`config.mk`:
```
export PLATFORM = sky130hd
export DESIGN_NAME = abf_lane
export DESIGN_NICKNAME = d
export VERILOG_FILES = /design/src/rtl/abf_pkg.sv /design/src/rtl/abf_lane.sv
export SDC_FILE = /design/constraint.sdc
export NUM_CORES = 1
export LEC_CHECK = 0
export BUFFER_PORTS_ARGS = -buffer_cell sky130_fd_sc_hd__buf_2
export CAP_MARGIN = 20
export CORE_MARGIN = 3
export CORE_UTILIZATION = 53
export CTS_BUF_LIST = sky130_fd_sc_hd__clkbuf_16
export DETAILED_ROUTE_END_ITERATION = 12
export PLACE_DENSITY = 0.79
export SLEW_MARGIN = 5
export SYNTH_ARGS = -nofsm -noshare
export SYNTH_HDL_FRONTEND = slang
export SYNTH_SLANG_ARGS = --single-unit
```
`constraint.sdc`:
```
create_clock -name clk -period 4.65 [get_ports clk]
set_input_delay 0.93 -clock clk [delete_from_list [all_inputs] [get_ports clk]]
set_output_delay 0.93 -clock clk [all_outputs]
set_load 0.05 [all_outputs]
```
`src/rtl/abf_pkg.sv`:
```
// Package: shared types and constants of the alignment backbone finder.
package abf_pkg;
	localparam int MAX_SEQ_DEF = 8;
	localparam int POS_W       = 41;
	localparam int START_W     = 40;
	localparam int LEN_W       = 39;
	localparam int COL_W       = 32;
	localparam int GAP_W       = 32;
	localparam int CNT_W       = 4;
	localparam int IN_DATA_W   = 152;
	localparam int OUT_DATA_W  = 152;

	localparam logic [1:0] CMD_LOAD   = 2'd0;
	localparam logic [1:0] CMD_COLUMN = 2'd1;
	localparam logic [1:0] CMD_END    = 2'd2;

	localparam logic [1:0] REG_MIN_LEN = 2'd0;
	localparam logic [1:0] REG_MAX_GAP = 2'd1;
	localparam logic [1:0] REG_SEQ_CNT = 2'd2;

	localparam logic [7:0] CH_GAP = 8'h2D; // '-'
	localparam logic [7:0] CH_N   = 8'h4E; // 'N'
	localparam logic [7:0] CH_NL  = 8'h6E; // 'n'

	typedef struct packed {
		logic load;       // origin load for this lane
		logic column;     // column transaction, lane in use
		logic upd_end;    // column with no gaps: end follows position
		logic upd_start;  // new stretch opens: start takes old position
	} lane_ctl_t;

	typedef struct packed {
		logic                present;
		logic                trig;     // gap run above limit
		logic                span_ok;
		logic [START_W-1:0]  rec_start;
		logic [LEN_W-1:0]    rec_len;
	} lane_stat_t;
endpackage

```
`src/rtl/abf_lane.sv`:
```
// One sequence lane: position, gap run and open stretch of a sequence.
module abf_lane (
	input  logic                          clk,
	input  logic                          arst_n,
	input  abf_pkg::lane_ctl_t            ctl,
	input  logic [abf_pkg::POS_W-1:0]     load_pos,
	input  logic [7:0]                    ch,
	input  logic [abf_pkg::GAP_W-1:0]     max_gap,
	input  logic [abf_pkg::COL_W-1:0]     min_len,
	output abf_pkg::lane_stat_t           stat
);
	logic [abf_pkg::POS_W-1:0] pos_q, start_q, end_q, pos_nxt, diff;
	logic [abf_pkg::GAP_W-1:0] gap_q;
	logic                      present;

	assign present = (ch != abf_pkg::CH_GAP) && (ch != abf_pkg::CH_N) && (ch != abf_pkg::CH_NL);
	assign pos_nxt = (ctl.column && present) ? pos_q + 1'b1 : pos_q;
	assign diff    = end_q - start_q;

	always_comb begin
		stat.present   = present;
		stat.trig      = gap_q > max_gap;
		stat.span_ok   = !diff[abf_pkg::POS_W-1] &&
			(diff >= {{(abf_pkg::POS_W-abf_pkg::COL_W){1'b0}}, min_len});
		stat.rec_start = start_q[abf_pkg::POS_W-1] ? (end_q[abf_pkg::START_W-1:0] + 1'b1)
			: start_q[abf_pkg::START_W-1:0];
		stat.rec_len   = diff[abf_pkg::LEN_W-1:0];
	end

	always_ff @(posedge clk or negedge arst_n) begin
		if (!arst_n) begin
			pos_q   <= '0;
			start_q <= '0;
			end_q   <= '0;
			gap_q   <= '0;
		end else if (ctl.load) begin
			pos_q   <= load_pos;
			start_q <= load_pos;
			end_q   <= load_pos;
			gap_q   <= '0;
		end else begin
			pos_q <= pos_nxt;
			if (ctl.column) begin
				if (present)
					gap_q <= '0;
				else if (gap_q != '1)
					gap_q <= gap_q + 1'b1;
			end
			if (ctl.upd_end)
				end_q <= pos_nxt;
			if (ctl.upd_start)
				start_q <= pos_q;
		end
	end
endmodule

```
# == Yosys cells after proc, flatten, opt, wreduce, memory -nomap -nowiden ==
# Index checks and enable logic that the tools add are counted.
# totals
mem_bits_rw,0
memories,0
latch_bits,0
ff_bits,155
elab_cells,35
romBits,0
output_inout_bits,82
# classes
addsub,4
bitwise,0
magnitude_cmp,2
reduce_logical,10
shift,0
mux,11
n_div,0
n_eq_ne,4
mul,0
# ops
cell,n
$mux 41,6
$mux 32,4
$add 41x1->41 const B,1
$ge 41x32->1,1
$sub 41x41->41,1
$add 40x1->40 const B,1
$mux 40,1
$add 32x1->32 const B,1
$gt 32x32->1,1
$ne 32x32->1 const B,1
$ne 8x7->1 const B,2
$ne 8x6->1 const B,1
$reduce_bool 2->1,3
$logic_and 1x1->1,4
$reduce_bool 3->1,1
$reduce_and 2->1,1
$logic_not 1->1,1

# == Depth between registers and ports, before layout ==
# depth
word_depth,7
ltp_mapped,21
ltp_nobuf,21

# == Least setup slack after synthesis ==
# Ideal clock, no wire load.
# synth_timing
path_type,reg-to-output
startpoint,register end_q[0] (netlist name)
endpoint,output stat[79] (netlist name)
slack_ps,-1528
path_stages_with_launch,22
t_required_ps,3720
arrival_time_ps,5248
path_cell_list,dfrtp_1 -> inv_1 -> ha_1 -> inv_1 -> fa_1 -> a211oi_1 -> o211ai_1 -> a31oi_1 -> nor4_1 -> nor2_1 -> o21ai_0 -> a21oi_1 -> xnor2_1 -> ha_1 -> o21a_1 -> nor2_1 -> o21ai_0 -> a21oi_1 -> or4b_2 -> nand3_1 -> nor4_1 -> a31oi_1
# synth_rtl
item,line_no,text
from (decl),abf_lane.sv:12,"logic [abf_pkg::POS_W-1:0] pos_q, start_q, end_q, pos_nxt, diff;"
from (signal assigned),abf_lane.sv:39,end_q <= load_pos;
from (signal assigned),abf_lane.sv:50,end_q <= pos_nxt;
to (decl),abf_lane.sv:10,output abf_pkg::lane_stat_t stat

==> results by group <==
Timing
  – Worst-Margin Slew: 0.9887 ns
  – Setup TNS: -0.9587 ns
  – Fin crit share: 120.6%
  – Final-report max-slew violation count: 0
  – Final setup violation count: 1
  – Fin crit period: approximately 5.6 ns
  – Worst slew margin: roughly 34%
  – Final Hold Fails: 0
  – Setup ws final: -0.9587 ns
  – RSZ-0062 raised after global routing: yes
  – Clock Skew: around 0.017 ns
  – Fmax: approximately 180 MHz

Final layout
  – Antenna Diode Count: 0
  – Fill cell count: between 1.5k and 2k
  – Final-stage net count: about 2.1k
  – Non-Filler Instances: 2197
  – Synthesis-to-layout area growth: 29.03%
  – Layout cells sized above 1: 27.60%

Critical path
  – Critical path class: register to output pin
  – Most used cell, CP: a31oi_4
  – CP max FO: 2
  – Worst stage delay on the critical path: roughly 0.4 ns
  – Delay-heaviest family, CP: compound AO/OA/AOI/OAI gates
  – CP required: between 3 and 4 ns
  – Crit start category: register
  – Critical-path cell list: inv_1, ha_1, nor2b_1, o21ai_0, o211ai_1, a41o_1, a211oi_2, nand2_1, and2_1, a31oi_4, xnor2_4, ha_2, o21a_1, nor2_1, o21ai_1, a21oi_1, or4b_4, nand3_2, nor4_2, a31oi_4, buf_6
  – CP max stage cell: nor4_2
  – Worst setup EP type: output pin
  – CP arrival: ~4.7 ns
  – CP bufs+invs: 2

Clock tree
  – Worst-Skew Late Latency: between 0.4 and 0.5 ns
  – CTS tree: yes
  – Root buffer cell: clkbuf_16
  – Number of H-tree levels: 4
  – Max clock buf depth: 2
  – Clock Pin Slew Worst Setup and Hold Paths: ~0.07 ns
  – CTS Buf Count: 17
  – Clk sink count: approximately 160
  – Hold buffers post-CTS: 0

Synthesis
  – Ys Warns: 0
  – Synthesized flop and latch total: approximately 160
  – Area leader, netlist: dfrtp_1
  – Post-synthesis area per instance: just over 8 um2
  – Mapped Nets: about 1.7k
  – Main synth FF type: dfrtp_1
  – Sequential area share after synthesis: 31.26%
  – Cell variety after synth: around 70
  – Ys async rst share: 100.0%
  – Number of flops mapped to enable cells by yosys: 0
  – Largest cells by area after synthesis: dfrtp_1 31%, ha_1 11%, a21oi_1 6.4%
  – Cell count after synthesis: approximately 1.5k
  – Synthesized area: approximately 12000 um2
  – Synth top area share: about 31%

Power
  – Worst VDD drop: 0.2829 mV
  – PwrDens: approximately 410 nW/um2
  – Static leakage: approximately 0.0078 uW

Route
  – Via count: approximately 13k
  – WL final: 38290 um
  – Router iterations before antenna repair: 5
  – Drt wl/cell: roughly 17 um
  – # DRC: 0
  – Via density: ~5.7
  – Initial drt markers: ~1000
  – Antenna Nets Post-Route: 0

Die
  – Initial core utilization: about 54%
  – Core region area: 22850 um2
  – Chip width: around 160 um
  – IO Pins: about 200
  – FP Rows: between 50 and 60
  – Die Span Y: roughly 160 um
  – Die area: ~25000 um2

Global routing
  – Vias in the first global route: between 10k and 15k
  – Initial antenna violation count: 0
  – First-pass GRT wire length: around 62000 um
  – Largest net degree at the start of global routing: 81
  – GRT overflow: 0
  – Gr usage total: 29.84%

Hold path
  – Worst hold path class: input pin to async pin

Placement
  – Routability Congestion: 0.9449
  – Dpl hpwl: 29430 um
  – Placed insts: between 2k and 2.5k
  – IO Port Bufs: 200

Job
  – Max Cap Viol: 0

Outcome
  – Status: finished, violations left
  – Failing checks: negative setup slack
[per-stage QoR]
step | hold WS, ns | instance area (um2) | util (%) | power (uW) | setup WS [ns]
2_1_floorplan | 0.4733 | 12660 | - | 3781 | -0.6243
3_3_place_gp | 0.5076 | 15300 | 66.96 | 4916 | -0.6032
3_5_place_dp | 0.5130 | 15300 | 66.96 | 4993 | -0.7526
4_1_cts | 0.5216 | 15980 | 69.96 | 6470 | -0.9100
5_1_grt | 0.5535 | 16010 | 70.07 | 6831 | -1.171
6_report | 0.5189 | 16010 | 70.07 | 6505 | -0.9587
[report_power, final]
part	total (uW)	internal (uW)	leakage, uW	switching [uW]
logic	3490	1320	0.00570	2170
registers	1580	1460	0.00183	115
clock network	1440	812	0.000295	628
total	6500	3590	0.00782	2910
[cells in the mapped netlist (all sizes together) (2+ instances only)]
cell type,count
nor2,177
a21oi,160
dfrtp,155
inv,119
nand2,113
ha,107
o21ai,93
xor2,58
nand3,56
xnor2,56
clkbuf,49
mux2i,47
nand4,41
a21o,31
and3,29
mux2,28
o31ai,22
a31oi,19
nor3,15
nor2b,14
buf,12
nand2b,10
nor4,10
a211oi,9
and2,9
and4,7
o21a,7
o211ai,6
o41ai,6
or3,5
a41oi,4
a2111oi,3
a21boi,3
a311oi,3
or2,3
o2111ai,2
o21ba,2
o311ai,2
or3b,2
[worst paths after layout]
kind                       startpoint  cells past startpoint  slack [ns]        end
hold / removal                 arst_n                      1        0.52   pos_q[9]
setup reg to reg             pos_q[7]                      9        1.41  end_q[38]
max in group asynchronous      arst_n                      2        3.09   end_q[1]
setup / recovery           start_q[1]                     21       -0.96   stat[79]
hold reg to reg             gap_q[19]                      1        0.52  gap_q[19]
min in group clk            gap_q[19]                      1        0.52  gap_q[19]
[flip-flops by register name, indices dropped and copies added, names as in the netlist]
name and count:
end_q 41, pos_q 41, start_q 41, gap_q 32
[layout by cell type, fill, tap and decap left out, types with 6 or more instances in the layout]
cell | netlist | final
xnor2_1 | 56 | 50
buf_4 | 1 | 202
nand3_1 | 56 | 55
clkbuf_16 | 0 | 17
nand2b_1 | 10 | 10
o211ai_1 | 6 | 6
o21ai_0 | 92 | 90
nor2b_1 | 14 | 14
ha_1 | 107 | 102
a31oi_1 | 19 | 16
o31ai_1 | 21 | 21
a21o_1 | 31 | 31
nand2_1 | 113 | 113
nand4_1 | 41 | 41
and2_1 | 9 | 9
o21a_1 | 7 | 7
a21oi_1 | 158 | 154
buf_2 | 5 | 197
a211oi_1 | 9 | 7
mux2i_1 | 47 | 47
dfrtp_1 | 155 | 154
inv_1 | 119 | 116
xor2_1 | 58 | 53
and3_1 | 29 | 29
nor2_1 | 176 | 175
mux2_2 | 28 | 28
nor3_1 | 14 | 14
and4_1 | 7 | 7
inv_6 | 0 | 9
[cells by family (layout without fill, tap and decap cells)]
family | count (synthesis) | in the layout | share of synthesized area [%]
flops | 155 | 155 | 31.26
fa+ha+maj | 108 | 108 | 10.95
xor+xnor | 114 | 114 | 8.048
simple gates | 499 | 499 | 19.58
mux | 75 | 75 | 6.333
compound gates | 381 | 381 | 18.27
buf+inv | 180 | 552 | 5.547
[layer usage]
layer  GRT usage, %  wire [um]  vias to the layer above
met4          9.630       1040                        0
met2          49.10      17950                      551
met3          5.411       2586                       82
li1               -          -                     6066
met5              0          0                        -
met1          40.11      16710                     5906
[timing repair]
| item | in CTS | in global routing |
|---|---|---|
| buffers inserted | 4 | 0 |
| endpoints found under the setup margin | 1 | 2 |
| pin swaps | 14 | 4 |
| resized for setup | 11 | 7 |
[final cells by class]
cell class                      count  area [um2]  area share (%)
Timing Repair Buffer              401        2525           15.77
Inverter                          119       447.9           2.798
Clock inverter                     15       173.9           1.086
Clock buffer                       17       425.4           2.657
Multi-Input combinational cell   1177        8165           51.00
Sequential cell                   155        3880           24.24
Tap cell                          313       391.6           2.446
Note: power is estimated with default switching activity, not from simulation.
