`config.mk`:
```
export PLATFORM = sky130hd
export DESIGN_NAME = abf_emit
export DESIGN_NICKNAME = d
export VERILOG_FILES = /design/src/rtl/abf_pkg.sv /design/src/rtl/abf_emit.sv
export SDC_FILE = /design/constraint.sdc
export NUM_CORES = 1
export LEC_CHECK = 0
export ABC_AREA = 1
export BUFFER_PORTS_ARGS = -buffer_cell sky130_fd_sc_hd__buf_2
export CAP_MARGIN = 20
export CELL_PAD_IN_SITES_DETAIL_PLACEMENT = 1
export CELL_PAD_IN_SITES_GLOBAL_PLACEMENT = 2
export CORE_AREA = 3 3 339 341
export DETAILED_ROUTE_END_ITERATION = 16
export DIE_AREA = 0 0 342 344
export PLACE_DENSITY = 0.58
export SLEW_MARGIN = 15
export SYNTH_ARGS = -nofsm -noshare
export SYNTH_HDL_FRONTEND = slang
export SYNTH_SLANG_ARGS = --single-unit
```
`constraint.sdc`:
```
create_clock -name clk -period 21.9 [get_ports clk]
set_input_delay 4.38 -clock clk [delete_from_list [all_inputs] [get_ports clk]]
set_output_delay 4.38 -clock clk [all_outputs]
set_load 0.01 [all_outputs]
```
`src/rtl/abf_pkg.sv`:
```
// Package: shared types and constants of the alignment backbone finder.
package abf_pkg;
	localparam int MAX_SEQ_DEF = 8;
	localparam int POS_W       = 41;
	localparam int START_W     = 40;
	localparam int LEN_W       = 39;
	localparam int COL_W       = 32;
	localparam int GAP_W       = 32;
	localparam int CNT_W       = 4;
	localparam int IN_DATA_W   = 152;
	localparam int OUT_DATA_W  = 152;

	localparam logic [1:0] CMD_LOAD   = 2'd0;
	localparam logic [1:0] CMD_COLUMN = 2'd1;
	localparam logic [1:0] CMD_END    = 2'd2;

	localparam logic [1:0] REG_MIN_LEN = 2'd0;
	localparam logic [1:0] REG_MAX_GAP = 2'd1;
	localparam logic [1:0] REG_SEQ_CNT = 2'd2;

	localparam logic [7:0] CH_GAP = 8'h2D; // '-'
	localparam logic [7:0] CH_N   = 8'h4E; // 'N'
	localparam logic [7:0] CH_NL  = 8'h6E; // 'n'

	typedef struct packed {
		logic load;       // origin load for this lane
		logic column;     // column transaction, lane in use
		logic upd_end;    // column with no gaps: end follows position
		logic upd_start;  // new stretch opens: start takes old position
	} lane_ctl_t;

	typedef struct packed {
		logic                present;
		logic                trig;     // gap run above limit
		logic                span_ok;
		logic [START_W-1:0]  rec_start;
		logic [LEN_W-1:0]    rec_len;
	} lane_stat_t;
endpackage

```
`src/rtl/abf_emit.sv`:
```
// Region record buffer: snapshots all lanes, then emits one record per cycle while m_tready is high.
module abf_emit #(
	parameter int MAX_SEQUENCES = abf_pkg::MAX_SEQ_DEF
) (
	input  logic                             clk,
	input  logic                             arst_n,
	input  logic                             fire,
	input  logic [abf_pkg::CNT_W-1:0]        n_act,
	input  abf_pkg::lane_stat_t              stat [MAX_SEQUENCES],
	input  logic [abf_pkg::COL_W-1:0]        first_col,
	input  logic [abf_pkg::COL_W-1:0]        last_col,
	output logic                             free,
	output logic                             m_tvalid,
	input  logic                             m_tready,
	// seq[2:0], start[42:3], length[81:43], first col[113:82], last col[145:114], zero
	output logic [abf_pkg::OUT_DATA_W-1:0]   m_tdata,
	output logic                             m_tlast
);
	localparam int IW = (MAX_SEQUENCES > 1) ? $clog2(MAX_SEQUENCES) : 1;

	logic [abf_pkg::START_W-1:0] start_q [MAX_SEQUENCES];
	logic [abf_pkg::LEN_W-1:0]   len_q   [MAX_SEQUENCES];
	logic [abf_pkg::COL_W-1:0]   first_q, last_q;
	logic [IW-1:0]               idx_q, top_q;
	logic                        busy_q, at_end;

	assign at_end   = idx_q == top_q;
	assign free     = !busy_q || (m_tready && at_end);
	assign m_tvalid = busy_q;
	assign m_tlast  = at_end;
	assign m_tdata  = {6'd0, last_q, first_q, len_q[idx_q], start_q[idx_q], 3'(idx_q)};

	always_ff @(posedge clk) begin
		if (fire && free) begin
			for (int s = 0; s < MAX_SEQUENCES; s++) begin
				start_q[s] <= stat[s].rec_start;
				len_q[s]   <= stat[s].rec_len;
			end
			first_q <= first_col;
			last_q  <= last_col;
		end
	end

	always_ff @(posedge clk or negedge arst_n) begin
		if (!arst_n) begin
			busy_q <= 1'b0;
			idx_q  <= '0;
			top_q  <= '0;
		end else if (fire && free) begin
			busy_q <= 1'b1;
			idx_q  <= '0;
			top_q  <= IW'(n_act - 1'b1);
		end else if (busy_q && m_tready) begin
			if (at_end)
				busy_q <= 1'b0;
			else
				idx_q <= idx_q + 1'b1;
		end
	end
endmodule

```
# Word level (Yosys, flattened, before mapping)
# Memory sizes are Yosys's and may differ from the RTL's.
# Index checks and enable logic that the tools add are counted.
[totals]
ramBits = 632
n_memories = 2
output_inout_bits = 155
in_bits = 728
regBits = 71
[memory_table]
columns = ["memory", "words", "word_bits", "read_ports", "rd_ports_with_merged_regs", "write_ports", "line", "text"]
rows = [
  ["start_q", 8, 40, 1, 0, 8, "abf_emit.sv:21", "logic [abf_pkg::START_W-1:0] start_q [MAX_SEQUENCES];"],
  ["len_q", 8, 39, 1, 0, 8, "abf_emit.sv:22", "logic [abf_pkg::LEN_W-1:0] len_q [MAX_SEQUENCES];"],
]
[classes]
eq_ne = 2
muxes = 8
addsub = 2
reduce_logical = 9
[ops]
columns = ["op", "n"]
rows = [
  ["$mux 3", 3],
  ["$mux 1", 5],
  ["$reduce_and 2->1", 2],
  ["$reduce_bool 2->1", 2],
  ["$add 3x1->3 const B", 1],
  ["$eq 3x3->1", 1],
  ["$logic_and 1x1->1", 3],
  ["$sub 3x1->3 const B", 1],
  ["$ne 2x1->1 const B", 1],
  ["$logic_not 1->1", 1],
  ["$logic_or 1x1->1", 1],
]

# Depth between registers and ports, before layout
# Gate-level depths: netlist of run 1.
[depth]
word_depth = 6
mapped_depth = 10

# Least setup slack after synthesis of run 1
# OpenSTA, ideal clock, no wires.
[synth_path]
path_kind = "in2reg"
from = "in m_tready"
to = "reg first_q[0] in the netlist's numbering (enable)"
slack_ns = 2.841
path_stages = 4
arrival_time_ns = 18.024
path_cell_list = "inv_1 -> nand2_1 -> nand3_1 -> inv_1"
[synth_between]
elab_chain_cells = 3
[synth_lines]
columns = ["item", "line", "text"]
rows = [
  ["start, declared", "abf_emit.sv:14", "input logic m_tready,"],
  ["$logic_and 1x1->1", "abf_emit.sv:28", "assign free = !busy_q || (m_tready && at_end);"],
  ["$logic_or 1x1->1", "abf_emit.sv:28", ""],
  ["$logic_and 1x1->1", "abf_emit.sv:34", "if (fire && free) begin"],
  ["end signal, assigned", "abf_emit.sv:39", "first_q <= first_col;"],
  ["end, declared", "abf_emit.sv:23", "logic [abf_pkg::COL_W-1:0] first_q, last_q;"],
]
# No other way between the ends.
# A chain may end at the register's enable or synchronous reset.

# Worst setup path after layout of run 1
[layout_path]
from = "in m_tready"
to = "out free"
[layout_between]
elab_chain_cells = 2
[layout_lines]
columns = ["item", "line", "text"]
rows = [
  ["$logic_and 1x1->1", "abf_emit.sv:28", ""],
  ["$logic_or 1x1->1", "abf_emit.sv:28", ""],
  ["end, declared", "abf_emit.sv:12", "output logic free,"],
]
# No other way between the ends.

==> summary.txt, run 1 <==
Met3 usage - 5.52%
Post-CTS Setup Bufs - 0
Initial Util - 23.9%
Drt drc - 0
Filler instances - 12.2k
Port Buffer Count - 851
Max IR drop VDD - 0.0602 mV
Power density cells - 127 nW/um2
Setup TNS - 0 ns
Kind of critical path - input port to primary output
Post-CTS resize count - 0
Die Wd - 342 um
Worst Setup End Kind - primary output
Synth Area per Inst - 15.4 um2
Worst-path cell chain - buf_2 > inv_1 > nand2_1 > nand2_1 > inv_1 > buf_2
Die Area - 118000 um2
First-pass GRT wire length - 130000 um
Share of layout cells above drive strength 1 - 37.2%
Setup Viol. Count Final - 0
Synthesis Warnings - 0
Largest net degree at the start of global routing - 172
Startpoint Class - input port
CTS Hold Bufs - 0
CTS buffer count - 86
CP Buf/Inv Count - 4
Post-synthesis register bit count - 703
Die Ht - 344 um
Final Cycle Share - 42.9%
Met2 Track Usage GR - 27.1%
Wirelength per Cell - 22.1 um
F_max - 106 MHz
Top_reg_cell synth - edfxtp_1
TritonRoute pass-1 iters - 4
CTS tree - yes
Crit path DAT - 5.02 ns
Synth unique cells - 21
Sequential-to-total area share from yosys stat - 78.8%
CP max FO - 6
Max-slew violations - 0
Vias in the first global route - 19.7k
Yosys top cell area share - 78.1%
Leading area contributor after synthesis - edfxtp_1
Nets - 3318
Detailed placement HPWL - 66300 um
Core Region - 112000 um2
Final core occ - 31.6%
Final Instance Area - 35400 um2
Ys async rst share - 0.996%
Worst Clk Skew - 0.0360 ns
H-tree Lvls - 3
Slew HR - 31.6%
Critical path's slowest cell - buf_2
Routed WL - 92900 um
Global route overflow - 0
Leakage - 13.5 nW
Mapped Cells - 1733
GPL Wtd Cong - 0.886
Via count - 18.0k
Vias per cell - 4.28
Layout area overhead - 32.3%
Placed inst area - 32500 um2
HP Class - register to register
CTS sink cnt - 703
Row count - 123
RSZ-0062 raised after global routing - no
Clock tree root driver cell - clkbuf_16
M1 GR Usage - 16.1%
Synth area leaders - edfxtp_1 (78%), mux2i_1 (5.9%), o22ai_1 (3.7%), nand2_1 (3.7%), o21ai_0 (2.9%)
Post-synth EDFFs - 696
Total power draw - 4.48 mW
Worst-Margin Slew - 1.03 ns
Required @ worst endpoint - 17.52 ns
GR peak layer - met2
Synth top cells by count - edfxtp_1 (696), nand2_1 (261), mux2i_1 (158), nor2_1 (158), o22ai_1 (158)
Reg clk slew, reported paths - 0.06 ns
Boundary Pins - 883
GRT Total Usage - 15.1%
CP max stage delay - 0.16 ns
Initial antenna violation count - 73
Final ANT Viol Nets - 0
Maximum clock path buffer count - 3
Hold Vio Cnt, Final - 0
Clk_lat worst skew - 0.66 ns
Mapped Area - 26800 um2
DRC marker count from the first detailed-route iteration - 791
Count leader, synth - edfxtp_1
Outcome - finished, final reports clean
Crit path time final - 9.40 ns
Critical path's top delay family - buffers and inverters
Max-cap violations - 0
==> flip-flops by register name, summed over array words and instances (netlist names) <==
register  flops
idx_q         3
m_tvalid      1
top_q         3
first_q      32
len_q       312
last_q       32
start_q     320
==> power breakdown <==
part / leakage (nW) / total [mW] / switching [mW] / internal [mW]
clock: 1.31 / 1.37 / 0.570 / 0.799
combinational: 5.80 / 1.27 / 0.853 / 0.419
sequential: 6.40 / 1.84 / 0.0931 / 1.75
total: 13.5 / 4.48 / 1.52 / 2.96
==> cell type report <==
cell class              instances  area, um2  share of cell area, %
diodes                         48        120                  0.339
clock buffers                 109       2240                   6.32
clock inverters                46        482                   1.36
inverters                      13       63.8                  0.180
multi-input cells             912       5050                   14.3
flip-flops and latches        703      21100                   59.6
well taps                    1500       1880                   5.30
repair buffers                872       4480                   12.7
==> worst register-to-register path, cell delays in order, from the launching register on <==
cell     delay [ns]
dfrtp_4        0.90
buf_4          0.70
nand2_1        0.12
nand2_1        0.10
nand3_1        0.12
nand2_1        0.20
nand3_1        0.28
inv_8          0.63
buf_4          0.98
buf_4          0.69
buf_12         0.36
==> layer usage <==
layer | part of all wire (%) | wire length (um)
met1 | 36 | 33800
met2 | 52 | 48100
met3 | 8.4 | 7810
met4 | 3.1 | 2900
met5 | 0.28 | 264
==> metrics by stage <==
| step | setup slack, ns | instances | hold slack [ns] |
|---|---|---|---|
| floorplan | 2.84 | 1738 | 0.462 |
| global placement | 12.51 | 3998 | 0.481 |
| detailed placement | 12.49 | 3999 | 0.494 |
| CTS | 12.49 | 4154 | 0.508 |
| global route | 12.39 | 4180 | 0.548 |
| finish | 12.50 | 4203 | 0.504 |
==> cell families (layout without fill, tap and decap cells) <==
kind of cell / after synthesis / in the layout / share of synthesized area [%]
adders and majority gates: 2 / 2 / 0.0935
xor gates and xnor gates: 3 / 3 / 0.0982
other: 1 / 54 / 0.0140
muxes: 158 / 158 / 5.91
and+or+nand+nor: 427 / 427 / 6.04
buffers and inverters: 123 / 1040 / 2.43
AOI/OAI and AO/OA: 316 / 316 / 6.65
DFF: 703 / 703 / 78.8
==> cell usage in the layout, fill, tap and decap left out, drive strengths merged, types with 2 or more instances in the layout <==
cell type  synthesis  layout
inv               13      16
buf               68     872
bufinv             0       6
nand2            261     261
o21ai            158     158
diode              0      48
conb               1       6
nor2             158     158
o22ai            158     158
nand3              5       5
clkbuf            42     109
nand4              3       3
dfrtp              7       7
clkinv             0      36
edfxtp           696     696
ha                 2       2
mux2i            158     158
xor2               2       2
==> path summary, 6_finish.rpt <==
kind                       depth (start not counted)  slack, ns            to  startpoint
setup / recovery                                   6      12.50          free    m_tready
hold / removal                                     2       0.50      top_q[2]    top_q[2]
setup reg to reg                                  10      16.45  len_q[6][36]    idx_q[2]
hold reg to reg                                    2       0.50      top_q[2]    top_q[2]
max in group asynchronous                          1      18.17      idx_q[1]      arst_n
min in group asynchronous                          1       3.55      idx_q[0]      arst_n
(Power assumes the default switching activity.)
==> inputs of run 2 (changes only) <==
- ABC_AREA: 1 -> 0
- CORE_AREA: 3 3 339 341 -> 3 3 341 343
- DIE_AREA: 0 0 342 344 -> 0 0 344 346
- PLACE_DENSITY: 0.58 -> 0.53
- clock period: 21.9 -> 9.5 ns (I/O delays scaled with it)
==> run 2 against run 1 <==
Compared with the run above:
- combinational power is 130% higher
- setup slack worse by 8.7 ns
- area after synthesis is 2.4% lower
- critical path depth is 1 lower
- sequential share of layout area is 1.0 points higher
- die area is 1.2% higher
- highest routed layer unchanged
- first-iteration DRC count is 9.9% lower
- register-to-register slack worse by 11 ns
- non-clock buffer count is 4 lower
- synthesized cell count is 41% lower
- final cell count is 16% lower
- global-route usage is 1.9 points lower
==> summary.txt, run 2 <==
Worst Clk Skew - 0.0233 ns (-0.0127 ns)
Final Instance Area - 34800 um2 (-1.6%)
Synth top cells by count - edfxtp_1 (696), mux4_2 (158), mux2_2 (79), buf_2 (16), clkbuf_1 (16)
Outcome - finished, final reports clean
Initial Util - 22.9% (-0.91 points)
Clock tree root driver cell - clkbuf_16
Crit path DAT - 3.77 ns (-1.25 ns)
Reg power frac - 42.6% (+1.5 points)
Mapped Cells - 1023 (-41%)
Nets - 2660 (-20%)
Clk_lat worst skew - 0.63 ns (-0.03 ns)
HP Class - register to register
Reg clk slew, reported paths - 0.05 ns (about the same)
Die Wd - 344 um (+0.58%)
Wirelength per Cell - 22.7 um (+2.6%)
Max-slew violations - 0 (unchanged)
Ys async rst share - 0.996% (unchanged)
Die Ht - 346 um (+0.58%)
Boundary Pins - 883 (unchanged)
Synthesis Warnings - 0 (unchanged)
Vias per cell - 4.00 (-6.5%)
F_max - 176 MHz
Worst-Margin Slew - 1.04 ns (+0.0169 ns)
Final ANT Viol Nets - 0 (unchanged)
Maximum clock path buffer count - 3 (unchanged)
Most common cell after layout, fill and taps aside - buf_2
Power density cells - 298 nW/um2 (+140%)
First-pass GRT wire length - 112000 um (-14%)
CP max FO - 47 (+41)
P_int - 7.34 mW (+150%)
Placed cell count - 3356 (-16%)
Most frequent cells in the layout - buf_2 (851), edfxtp_1 (696), mux4_2 (158)
GPL Wtd Cong - 0.751 (-15%)
H-tree Lvls - 3 (unchanged)
Die Area - 119000 um2 (+1.2%)
Detailed placement HPWL - 58800 um (-11%)
Top_reg_cell synth - edfxtp_1
Synth area leaders - edfxtp_1 (80%), mux4_2 (14%), mux2_2 (3.4%), dfrtp_1 (0.67%), buf_6 (0.52%)
Core Region - 114000 um2 (+1.5%)
Yosys top cell area share - 80.0% (+1.9 points)
Startpoint Class - register
Post-synth EDFFs - 696 (unchanged)
Worst Setup End Kind - primary output
Leakage - 12.6 nW (-7.0%)
Final core occ - 30.6% (-0.98 points)
Final worst setup slack - 3.83 ns (-8.67 ns)
Sw Share - 29.2% (-4.6 points)
Routed WL - 80200 um (-14%)
Final Cycle Share - 59.7%
Clock power share - 29.5% (-1.1 points)
Layout area overhead - 33.3%
Post-synthesis register bit count - 703 (unchanged)
Layout Cells excl Fill - 3535 (-16%)
Kind of critical path - register to primary output
Synth Area per Inst - 25.5 um2 (+65%)
RSZ-0062 raised after global routing - no
Via count - 14.2k (-21%)
CTS Hold Bufs - 0 (unchanged)
TritonRoute pass-1 iters - 4 (unchanged)
Setup TNS - 0 ns (unchanged)
Required @ worst endpoint - 7.60 ns (-9.92 ns)
Sequential-to-total area share from yosys stat - 80.7% (+1.9 points)
Reg with most FFs - start_q
CTS tree - yes
GRT Total Usage - 13.1% (-1.9 points)
Vias in the first global route - 16.3k (-17%)
Row count - 124 (+0.81%)
Post-CTS resize count - 0 (unchanged)
CTS buffer count - 84 (-2.3%)
Placed inst area - 32100 um2 (-1.2%)
Max IR drop VDD - 0.186 mV (+210%)
Hold slack - 0.539 ns (+0.0354 ns)
Largest registers - start_q x320, len_q x312
Crit path time final - 5.67 ns
Count leader, synth - edfxtp_1
Port Buffer Count - 851 (unchanged)
Hold Vio Cnt, Final - 0 (unchanged)
Leading area contributor after synthesis - edfxtp_1
Share of layout cells above drive strength 1 - 61.5% (+24 points)
Max reg flops - 320 (unchanged)
Setup Viol. Count Final - 0 (unchanged)
Post-CTS Setup Bufs - 0 (unchanged)
Global route overflow - 0 (unchanged)
Total power draw - 10.4 mW (+130%)
Comb pwr share - 27.9% (-0.5 points)
Pre-CTS WS - 4.36 ns (-8.13 ns)
Synth unique cells - 31 (+48%)
CTS sink cnt - 703 (unchanged)
Largest net degree at the start of global routing - 163 (-5.2%)
DRC marker count from the first detailed-route iteration - 713 (-9.9%)
Max-cap violations - 0 (unchanged)
Drt drc - 0 (unchanged)
Sw power - 3.03 mW (+100%)
Initial antenna violation count - 50 (-32%)
Slew HR - 30.5% (-1.1 points)
Mapped Area - 26100 um2 (-2.4%)
## run 2: cell count changes after synthesis, moves of 8 or more
cell,previous run,this run
mux2_2,0,79
buf_1,13,0
clkbuf_1,42,16
nor2_1,158,0
o22ai_1,158,0
o21ai_0,157,0
inv_1,11,3
mux4_2,0,158
buf_2,31,16
mux2i_1,158,1
nand2_1,261,1
## run 2: layout make-up
class,instances,area [um2]
clock inverters,50,388
well taps,1512,1890
flip-flops and latches,703,21100
clock buffers,101,2210
inverters,4,15.0
diodes,28,70.1
repair buffers,868,4440
fillers,11863,79100
multi-input cells,269,4720
## run 2: cells by family (layout without fill, tap and decap cells)
logic type	count (synthesis)	in the layout	share of synthesized area, %
AOI/OAI and AO/OA	9	9	0.335
xor gates and xnor gates	4	4	0.163
adders and majority gates	2	2	0.0958
buffers and inverters	56	1023	1.34
DFF	703	703	80.7
muxes	240	240	17.2
other	1	34	0.0144
and+or+nand+nor	8	8	0.192
## run 2: worst max-delay path: stages (launching register included)
cell and delay (ns):
dfrtp_4 0.92, buf_4 0.52, buf_4 0.69, mux4_2 0.43
mux2_2 0.27, buf_2 0.15
## run 2: per-layer routing
metal	vias to the layer above	part of all wire [%]	wire length [um]	global-route usage (%)
met5	-	0.24	190	0
met3	159	8.5	6810	4.77
li1	6238	-	-	-
met1	7189	33	26500	12.9
met2	540	55	44300	24.7
met4	30	2.9	2340	4.95
## run 2: power groups by stage
stage,Sequential (mW),Clock (mW),Combinational (mW)
after detailed placement,4.50,0,3.01
after global routing,4.48,3.32,3.15
after global placement,4.46,0,2.97
after floorplan,4.49,0,1.96
final,4.42,3.06,2.89
after CTS,4.44,3.20,3.01
## run 2: worst paths after layout
kind,from,endpoint,slack (ns),depth (start not counted)
worst min-delay path,top_q[2],top_q[2],0.54,1
min in group asynchronous,arst_n,idx_q[2],1.11,1
worst min register to register,top_q[2],top_q[2],0.54,1
worst max register to register,idx_q[1],len_q[6][32],5.19,6
worst max-delay path,idx_q[1],m_tdata[73],3.83,5
max in group asynchronous,arst_n,idx_q[0],8.18,1
